--- config.mk ---
export PLATFORM = sky130hd
export DESIGN_NAME = queued_mutex_handoff
export DESIGN_NICKNAME = d
export VERILOG_FILES = /design/src/hdl/qmh_pkg.sv /design/src/hdl/qmh_queue.sv /design/src/hdl/queued_mutex_handoff.sv
export SDC_FILE = /design/constraint.sdc
export NUM_CORES = 1
export LEC_CHECK = 0
export BUFFER_PORTS_ARGS = -buffer_cell sky130_fd_sc_hd__buf_2
export CORE_MARGIN = 3
export CORE_UTILIZATION = 55
export DETAILED_ROUTE_END_ITERATION = 10
export MAX_ROUTING_LAYER = met4
export PLACE_DENSITY = 0.8
export SLEW_MARGIN = 30
export SYNTH_ARGS = -nofsm -noshare
export SYNTH_HDL_FRONTEND = slang
export SYNTH_SLANG_ARGS = --single-unit
--- constraint.sdc ---
create_clock -name clk -period 2.15 [get_ports clk]
set_input_delay 0.1075 -clock clk [delete_from_list [all_inputs] [get_ports clk]]
set_output_delay 0.1075 -clock clk [all_outputs]
set_load 0.01 [all_outputs]
--- src/hdl/qmh_pkg.sv ---
// Package for the queued mutex with handoff.
// Request and result structs, command and status codes, queue sizing.
// Depends on nothing.
`default_nettype none

package qmh_pkg;

    localparam int QUEUE_DEPTH = 16;
    localparam int TOKEN_BITS  = 16;

    localparam int PTR_W    = $clog2(QUEUE_DEPTH);
    localparam int CNT_W    = $clog2(QUEUE_DEPTH + 1);
    localparam int TOKEN_W  = 16;
    localparam int COUNT_W  = 5;
    // only the low bits that survive both the token mask and the result width
    localparam int STORE_W  = (TOKEN_BITS < TOKEN_W) ? TOKEN_BITS : TOKEN_W;

    typedef enum logic [1:0] {
        CMD_LOCK    = 2'd0,
        CMD_UNLOCK  = 2'd1,
        CMD_DESTROY = 2'd2
    } qmh_cmd_t;

    typedef enum logic [2:0] {
        ST_GRANTED = 3'd0,
        ST_QUEUED  = 3'd1,
        ST_FULL    = 3'd2,
        ST_FREED   = 3'd3,
        ST_HANDOFF = 3'd4,
        ST_CLEARED = 3'd5
    } qmh_status_t;

    typedef struct packed {
        logic [1:0]         command;
        logic [TOKEN_W-1:0] requester_token;
    } qmh_req_t;

    typedef struct packed {
        logic [2:0]         status;
        logic               woken_valid;
        logic [TOKEN_W-1:0] woken_token;
        logic [COUNT_W-1:0] waiter_count;
    } qmh_rsp_t;

    typedef struct packed {
        logic push;
        logic pop;
        logic clear;
    } qmh_q_ctrl_t;

    typedef struct packed {
        logic             empty;
        logic             full;
        logic [CNT_W-1:0] count_next;
    } qmh_q_stat_t;

    function automatic logic [COUNT_W-1:0] to_count5(input logic [CNT_W-1:0] c);
        logic [CNT_W+COUNT_W-1:0] ext;
        ext = (CNT_W + COUNT_W)'(c);
        return ext[COUNT_W-1:0];
    endfunction

    function automatic logic [STORE_W-1:0] to_store(input logic [TOKEN_W-1:0] t);
        return t[STORE_W-1:0];
    endfunction

    function automatic logic [TOKEN_W-1:0] from_store(input logic [STORE_W-1:0] s);
        logic [STORE_W+TOKEN_W-1:0] ext;
        ext = (STORE_W + TOKEN_W)'(s);
        return ext[TOKEN_W-1:0];
    endfunction

endpackage

`default_nettype wire

--- src/hdl/qmh_queue.sv ---
// Waiter FIFO of the queued mutex: token store, head and tail pointers, count.
// Depends on qmh_pkg.
`default_nettype none

module qmh_queue (
    input  wire                          clk,
    input  wire                          rst_n,
    input  wire qmh_pkg::qmh_q_ctrl_t    ctrl,
    input  wire [qmh_pkg::STORE_W-1:0]   push_token,
    output logic [qmh_pkg::STORE_W-1:0]  head_token,
    output qmh_pkg::qmh_q_stat_t         stat
);
    import qmh_pkg::*;

    logic [STORE_W-1:0] store_reg [QUEUE_DEPTH];
    logic [PTR_W-1:0]   head_reg, head_next;
    logic [PTR_W-1:0]   tail_reg, tail_next;
    logic [CNT_W-1:0]   count_reg, count_next;

    function automatic logic [PTR_W-1:0] wrap_inc(input logic [PTR_W-1:0] p);
        return (p == PTR_W'(QUEUE_DEPTH - 1)) ? '0 : p + 1'b1;
    endfunction

    always_comb
    begin
        head_next  = head_reg;
        tail_next  = tail_reg;
        count_next = count_reg;
        if (ctrl.clear)
        begin
            head_next  = '0;
            tail_next  = '0;
            count_next = '0;
        end
        else if (ctrl.push)
        begin
            tail_next  = wrap_inc(tail_reg);
            count_next = count_reg + 1'b1;
        end
        else if (ctrl.pop)
        begin
            head_next  = wrap_inc(head_reg);
            count_next = count_reg - 1'b1;
        end
    end

    always_ff @(posedge clk or negedge rst_n)
    begin
        if (!rst_n)
        begin
            head_reg  <= '0;
            tail_reg  <= '0;
            count_reg <= '0;
        end
        else
        begin
            head_reg  <= head_next;
            tail_reg  <= tail_next;
            count_reg <= count_next;
        end
    end

    always_ff @(posedge clk)
    begin
        if (ctrl.push && !ctrl.clear)
        begin
            store_reg[tail_reg] <= push_token;
        end
    end

    assign head_token      = store_reg[head_reg];
    assign stat.empty      = (count_reg == '0);
    assign stat.full       = (count_reg == CNT_W'(QUEUE_DEPTH));
    assign stat.count_next = count_next;

endmodule

`default_nettype wire

--- src/hdl/queued_mutex_handoff.sv ---
// Top level of the queued mutex with handoff: request register, lock logic,
// result register. Depends on qmh_pkg and qmh_queue.
//
// Usage
//   req channel : valid/ready; req carries command and requester_token.
//   rsp channel : valid/ready; rsp carries status, woken token, waiter count.
//   Every lock, unlock or destroy request gives exactly one result; the
//   unused command code is consumed and gives none.
//   Path: the request register loads at acceptance, and the result register
//   loads from it once it is empty or its result is being taken.
//   Throughput: one request per cycle if unstalled; the single pass from the
//   request register through flag and queue ends to result register sets it.
//   Reset: mutex free, queue empty, both registers empty. Token store
//   contents are not cleared.
//   Stall: a result not taken is held; one more request is taken into the
//   request register, after which req_ready drops until rsp_ready returns.
`default_nettype none

module queued_mutex_handoff (
    input  wire                     clk,
    input  wire                     rst_n,
    input  wire                     req_valid,
    output logic                    req_ready,
    input  wire qmh_pkg::qmh_req_t  req,
    output logic                    rsp_valid,
    input  wire                     rsp_ready,
    output qmh_pkg::qmh_rsp_t       rsp
);
    import qmh_pkg::*;

    logic         in_valid_reg;
    qmh_req_t     in_reg;
    logic         held_reg, held_next;
    logic         out_valid_reg;
    qmh_rsp_t     out_reg, out_next;
    logic         has_result;
    logic         advance;
    qmh_q_ctrl_t  q_ctrl;
    qmh_q_stat_t  q_stat;
    logic [STORE_W-1:0] head_token;

    always_comb
    begin
        q_ctrl     = '0;
        held_next  = held_reg;
        has_result = 1'b1;
        out_next   = '0;
        case (in_reg.command)
            CMD_LOCK:
            begin
                if (!held_reg)
                begin
                    held_next       = 1'b1;
                    out_next.status = ST_GRANTED;
                end
                else if (q_stat.full)
                begin
                    out_next.status = ST_FULL;
                end
                else
                begin
                    q_ctrl.push     = advance;
                    out_next.status = ST_QUEUED;
                end
            end
            CMD_UNLOCK:
            begin
                if (!q_stat.empty)
                begin
                    q_ctrl.pop           = advance;
                    held_next            = 1'b1;
                    out_next.status      = ST_HANDOFF;
                    out_next.woken_valid = 1'b1;
                    out_next.woken_token = from_store(head_token);
                end
                else
                begin
                    held_next       = 1'b0;
                    out_next.status = ST_FREED;
                end
            end
            CMD_DESTROY:
            begin
                q_ctrl.clear    = advance;
                held_next       = 1'b0;
                out_next.status = ST_CLEARED;
            end
            default:
            begin
                has_result = 1'b0;
            end
        endcase
        out_next.waiter_count = to_count5(q_stat.count_next);
    end

    assign advance   = in_valid_reg && (!has_result || !out_valid_reg || rsp_ready);
    assign req_ready = !in_valid_reg || advance;

    qmh_queue u_queue (
        .clk        (clk),
        .rst_n      (rst_n),
        .ctrl       (q_ctrl),
        .push_token (to_store(in_reg.requester_token)),
        .head_token (head_token),
        .stat       (q_stat)
    );

    always_ff @(posedge clk or negedge rst_n)
    begin
        if (!rst_n)
        begin
            in_valid_reg  <= 1'b0;
            out_valid_reg <= 1'b0;
            held_reg      <= 1'b0;
        end
        else
        begin
            if (req_ready)
            begin
                in_valid_reg <= req_valid;
            end
            if (advance && has_result)
            begin
                out_valid_reg <= 1'b1;
            end
            else if (rsp_ready)
            begin
                out_valid_reg <= 1'b0;
            end
            if (advance)
            begin
                held_reg <= held_next;
            end
        end
    end

    always_ff @(posedge clk)
    begin
        if (req_valid && req_ready)
        begin
            in_reg <= req;
        end
        if (advance && has_result)
        begin
            out_reg <= out_next;
        end
    end

    assign rsp_valid = out_valid_reg;
    assign rsp       = out_reg;

    // woken token reported only on a handoff
    a_woken_handoff: assert property (@(posedge clk) disable iff (!rst_n)
        rsp_valid |-> (rsp.woken_valid == (rsp.status == ST_HANDOFF)))
        else $error("woken_valid disagrees with handoff status");

    a_queued_nonzero: assert property (@(posedge clk) disable iff (!rst_n)
        (rsp_valid && rsp.status == ST_QUEUED) |-> (rsp.waiter_count != '0))
        else $error("queued request left an empty queue");

    a_full_count: assert property (@(posedge clk) disable iff (!rst_n)
        (rsp_valid && rsp.status == ST_FULL)
        |-> (rsp.waiter_count == to_count5(CNT_W'(QUEUE_DEPTH))))
        else $error("rejection with queue not full");

    a_cleared_empty: assert property (@(posedge clk) disable iff (!rst_n)
        (rsp_valid && rsp.status == ST_CLEARED) |-> (rsp.waiter_count == '0))
        else $error("destroy left waiters");

    a_waiters_need_owner: assert property (@(posedge clk) disable iff (!rst_n)
        (advance && has_result) |=> (held_reg || q_stat.empty))
        else $error("waiters queued on a free mutex");

endmodule

`default_nettype wire
After elaboration in Yosys (flattened, before gate mapping). Memory sizes are Yosys's and may differ from the RTL's. Index checks and enable logic that the tools add are counted.

Reductions and logical operators: 21. Equal/unequal tests: 6. $add $sub $neg: 4. Bitwise gates (word level): 1. Multiplexer cells: 28.

Operators by type and width (number): 4-bit 2-to-1 mux (7); 17-bit 2-to-1 mux (1); 5-bit 2-to-1 mux (3); 1-bit 2-to-1 mux (12); 3-bit one-hot mux with 3 select lines (1); 4-bit by 1-bit adder with 4-bit output (second input constant) (2); 4-bit equality test (second input constant) (2); 3-bit 2-to-1 mux (2); 2-bit nonzero test (3); 5-bit by 1-bit adder with 5-bit output (second input constant) (1); 5-bit equality test (second input constant) (1); 5-bit logical NOT (1); 5-bit by 1-bit subtractor with 5-bit output (second input constant) (1); 1-bit logical AND (4); 1-bit logical NOT (4); 2-bit AND reduction (2); 1-bit logical OR (3); 1-bit one-hot mux with 3 select lines (1); 3-bit nonzero test (1); 3-bit OR reduction (1); 2-bit by 1-bit equality test with 1-bit output (second input constant) (1); 2-bit equality test (second input constant) (1); 2-bit logical NOT (1); 2-bit 2-to-1 mux (1); other kinds (3) (3).

RAM bits: 256. Bits of input ports: 22. Logic and storage cells: 73. Memories kept: 1. Register bits: 59.

Memories: u_queue.store_reg (depth 16, bits a word 16, rd ports 1, clocked after Yosys merged registers in 0, wr ports 1, line qmh_queue.sv:15) `logic [STORE_W-1:0] store_reg [QUEUE_DEPTH];`.

Depth between registers and ports, before layout.
Depth in word-level cells: 13. Mapped depth: 7.

Cells and area by module. A second synthesis with hierarchy kept.

Cells, all modules: 661. Area, all modules: 12560.8 um^2.

Modules (own cells, without submodules): qmh_queue (cells an instance 572, area an instance 10921.7 um^2, times used 1, sequential area each 8012.7 um^2); queued_mutex_handoff (cells an instance 89, area an instance 1639.1 um^2, times used 1, sequential area each 1366.3 um^2).

Least setup slack after synthesis. OpenSTA, ideal clock, no wires.

Path kind: register -> register. Start: register u_queue.count_reg[0]. End: memory u_queue.store_reg[15][0] (netlist bit) (enable). Data required time: 1776 ps. Stages on the path, launching flop included: 8. Period minus slack after synthesis: 2142 ps. Arrival time: 1768 ps. Path slack: 8 ps. Cell sequence: dfrtp_1 > inv_1 > ha_1 > nand4bb_1 > and4_1 > buf_2 > and3_1 > and2_1.

Word-level cells in the longest chain between the ends: 7.

RTL lines: start, declared (line qmh_queue.sv:18) `logic [CNT_W-1:0] count_reg, count_next;`; start signal, assigned (line qmh_queue.sv:59) `count_reg <= count_next;`; 5-bit equality test (line qmh_queue.sv:73) `assign stat.full = (count_reg == CNT_W'(QUEUE_DEPTH));`; 1-bit 2-to-1 mux (line queued_mutex_handoff.sv:56) `else if (q_stat.full)`; 1-bit 2-to-1 mux (line queued_mutex_handoff.sv:51) `if (!held_reg)`; 1-bit 2-to-1 mux (line queued_mutex_handoff.sv:48) `case (in_reg.command)`; 1-bit logical AND (line qmh_queue.sv:65) `if (ctrl.push && !ctrl.clear)`; 1-bit 2-to-1 mux (line qmh_queue.sv:65); 1-bit 2-to-1 mux (implied by the code) (line qmh_queue.sv:67) `store_reg[tail_reg] <= push_token;`; end, declared (line qmh_queue.sv:15).

Every way passes these cells.

Final worst setup path.
Start: register u_queue.head_reg[0]. End: register out_reg (netlist bit rsp[8]) (data pin).

Word-level cells in the longest chain between the ends: 1.

RTL lines: start, declared (line qmh_queue.sv:16) `logic [PTR_W-1:0] head_reg, head_next;`; start signal, assigned (line qmh_queue.sv:57) `head_reg <= head_next;`; memory 16 x 16 bit; end signal, assigned (line queued_mutex_handoff.sv:145) `out_reg <= out_next;`; end, declared (line queued_mutex_handoff.sv:35) `qmh_rsp_t out_reg, out_next;`.

Every way passes these cells. A chain may end at the register's enable or synchronous reset.

==> impl_results.md <==
* Slew of the pin with the lowest slew margin at 0.601 ns
* FF+latch count, synth at 315
* DR iter-0 viols at 576
* Max Slew Vio Count at 0
* Finished Layout Cells at 1,010
* Final net count at 740
* Clock Path Buffers at 3
* Num CTS Buffers at 30
* Finish-stage setup viols at 0
* ANT cells at 0
* WP data arrival at 2.33 ns
* DRC at 0
* Post-Route WL at 27,200 um
* Total Power at 15,900 uW
* Pleak at 0.00486 uW
* Cell Rows at 53
* Total track usage at 23.9%
* Status: complete, no violations
* Required @ worst endpoint at 2.40 ns
* Most common cell after layout, fill and taps aside: edfxtp_1
* Area of the core at 0.0214 sq mm
* Synth area leader: edfxtp_1
* Netlist cell types at 47
* Port-buffer cells at 48
* Synthesized cell area at 0.0122 sq mm
* CP Launch Type: flop
* Fmax at 481 MHz
* Detailed Routing Iterations Pass 1 at 4
* Chip Height at 155 um
* Vias in the first global route at 6,774
* Layout cells sized above 1 at 30.6%
* TritonCTS clock tree: done
* Hold/Removal Path Class: input pin to asynchronous set/reset pin
* Sequential area share after synthesis at 76.6%
* Grt ovf at 0
* Main flop type after synthesis: edfxtp_1
* Synthesized instance count at 588
* First-pass GRT wire length at 42,000 um
* Max-cap violations at 0
* Syn_area_per_cell at 20.8 sq um
* Post-route ant nets at 0
* Vias at 6,364
* Worst clock skew at 0.0105 ns
* Chip Width at 155 um
* GPL Wtd Cong at 0.828
* Ports at 49
* Total Die Area at 0.0241 sq mm
* Syn-to-layout area delta at 18.9%
* Vias per inst at 6.30
* Clk sink count at 315
* Synth top area cells: edfxtp_1 73%, mux4_2 12%, dfrtp_1 3.3%
* Commonest non-fill, non-tap cells in the layout: 299 x edfxtp_1, 64 x mux4_2, 48 x buf_2
* Initial antenna violation count at 0
* Synth warn at 0
* Worst Path Class, Setup: flop to flop
* Setup_tns at 0 ns
* Number of synthesized flops with an enable pin at 299
* Routed len/inst at 26.9 um
* CTS root buf: clkbuf_16
* Post-synth top area share at 73.3%
* Final Hold Vio Count at 0
* Min Tclk post-route at 2.08 ns
* Asr flop ratio synth at 5.08%
* Worst-path fanout max at 14
* Setup crit end kind: flop
* Synthesized Nets at 617
* Number of flip-flops in the largest register at 256
* Worst skew pair latency at 0.54 ns
* Final Cycle Share at 96.7%
* RSZ-0062 raised after global routing: no
* Largest net degree at the start of global routing at 70
* Initial Util at 57.2%
* Hold_ws at 0.0269 ns
* Clk slew on worst S/H paths at 0.07 ns
* Peak supply drop at 0.743 mV
* Relative slew slack at 59.9%
* Estimated wirelength of the detail-placed design at 15,700 um
* Power density over cell area at 1090 mW/mm^2
* Placed Cells at 929
* H-tree levels at 1
-- critical path, cell delays in order (launching register included) --
cell and delay (ns):
dfrtp_4 0.47, buf_12 0.19, mux4_2 0.52, nor2b_1 0.18, a211oi_1 0.31, a211oi_1 0.12
-- power breakdown --
group          switching (uW)  internal (uW)
combinational            1530           1680
clock                    2170           3230
sequential                268           6990
-- stage by stage --
stage | cell area [sq um] | util (%) | setup WS [ns]
final | 14600 | 68.0 | 0.0716
after floorplan | 12200 | - | 0.00825
after detailed placement | 13300 | 62.0 | -0.0136
after global placement | 13300 | 62.0 | 0.118
after CTS | 14500 | 67.7 | -0.0485
after global routing | 14600 | 68.0 | 0.000384
-- metal layers --
| metal | track usage (%) | share of wire, % | vias up |
|---|---|---|---|
| met5 | - | 0 | - |
| li1 | - | - | 2687 |
| met1 | 30.9 | 39 | 3334 |
| met2 | 39.5 | 52 | 286 |
| met3 | 4.42 | 6.4 | 57 |
| met4 | 7.50 | 2.8 | 0 |
-- final timing paths --
check / from / cells past startpoint / slack (ns) / to
min in group clk: rsp_ready / 4 / 0.07 / rsp_valid$_DFFE_PN0P_
max reg2reg: u_queue.head_reg[0]$_DFFE_PN0P_ / 5 / 0.07 / rsp[8]$_SDFFCE_PN0P_
min reg2reg: held_reg$_DFFE_PN0P_ / 2 / 0.56 / held_reg$_DFFE_PN0P_
max: u_queue.head_reg[0]$_DFFE_PN0P_ / 5 / 0.07 / rsp[8]$_SDFFCE_PN0P_
max in group asynchronous: rst_n / 2 / 1.80 / u_queue.head_reg[0]$_DFFE_PN0P_
min: rst_n / 2 / 0.03 / rsp_valid$_DFFE_PN0P_
-- cell usage after synthesis (5+ instances only) --
cell type / number
dfrtp_1: 16
edfxtp_1: 299
a21oi_1: 8
nand2b_1: 5
clkbuf_1: 9
a211oi_1: 33
nand2_1: 9
and2_1: 14
mux4_2: 64
buf_2: 10
ha_1: 7
nand3_1: 7
nor2b_1: 17
buf_4: 8
and3_1: 6
inv_1: 10
mux2i_1: 20
-- what timing repair did --
item                                    4_1_cts  5_1_grt
pin swaps                                     0        2
endpoints found under the setup margin       90      254
hold endpoints to repair                     35        0
gates resized for setup                       0       12
buffers inserted                              0        4
hold buffers                                 21        0
-- kinds of logic after synthesis --
kind of cell,after synthesis,synth area share (%)
fa+ha+maj,7,0.715
mux,84,13.4
buf+inv,42,1.85
simple gates,76,3.64
flops,315,76.6
compound gates,64,3.82
-- final cells by class --
type                            count  area [sq um]
Tap cell                          275           344
Timing Repair Buffer              122          1100
Multi-Input combinational cell    231          2680
Sequential cell                   315          9390
Fill cell                        1265          6850
Clock inverter                     18           211
Inverter                           11          41.3
Clock buffer                       38           802
Note: power is estimated with default switching activity, not from simulation.
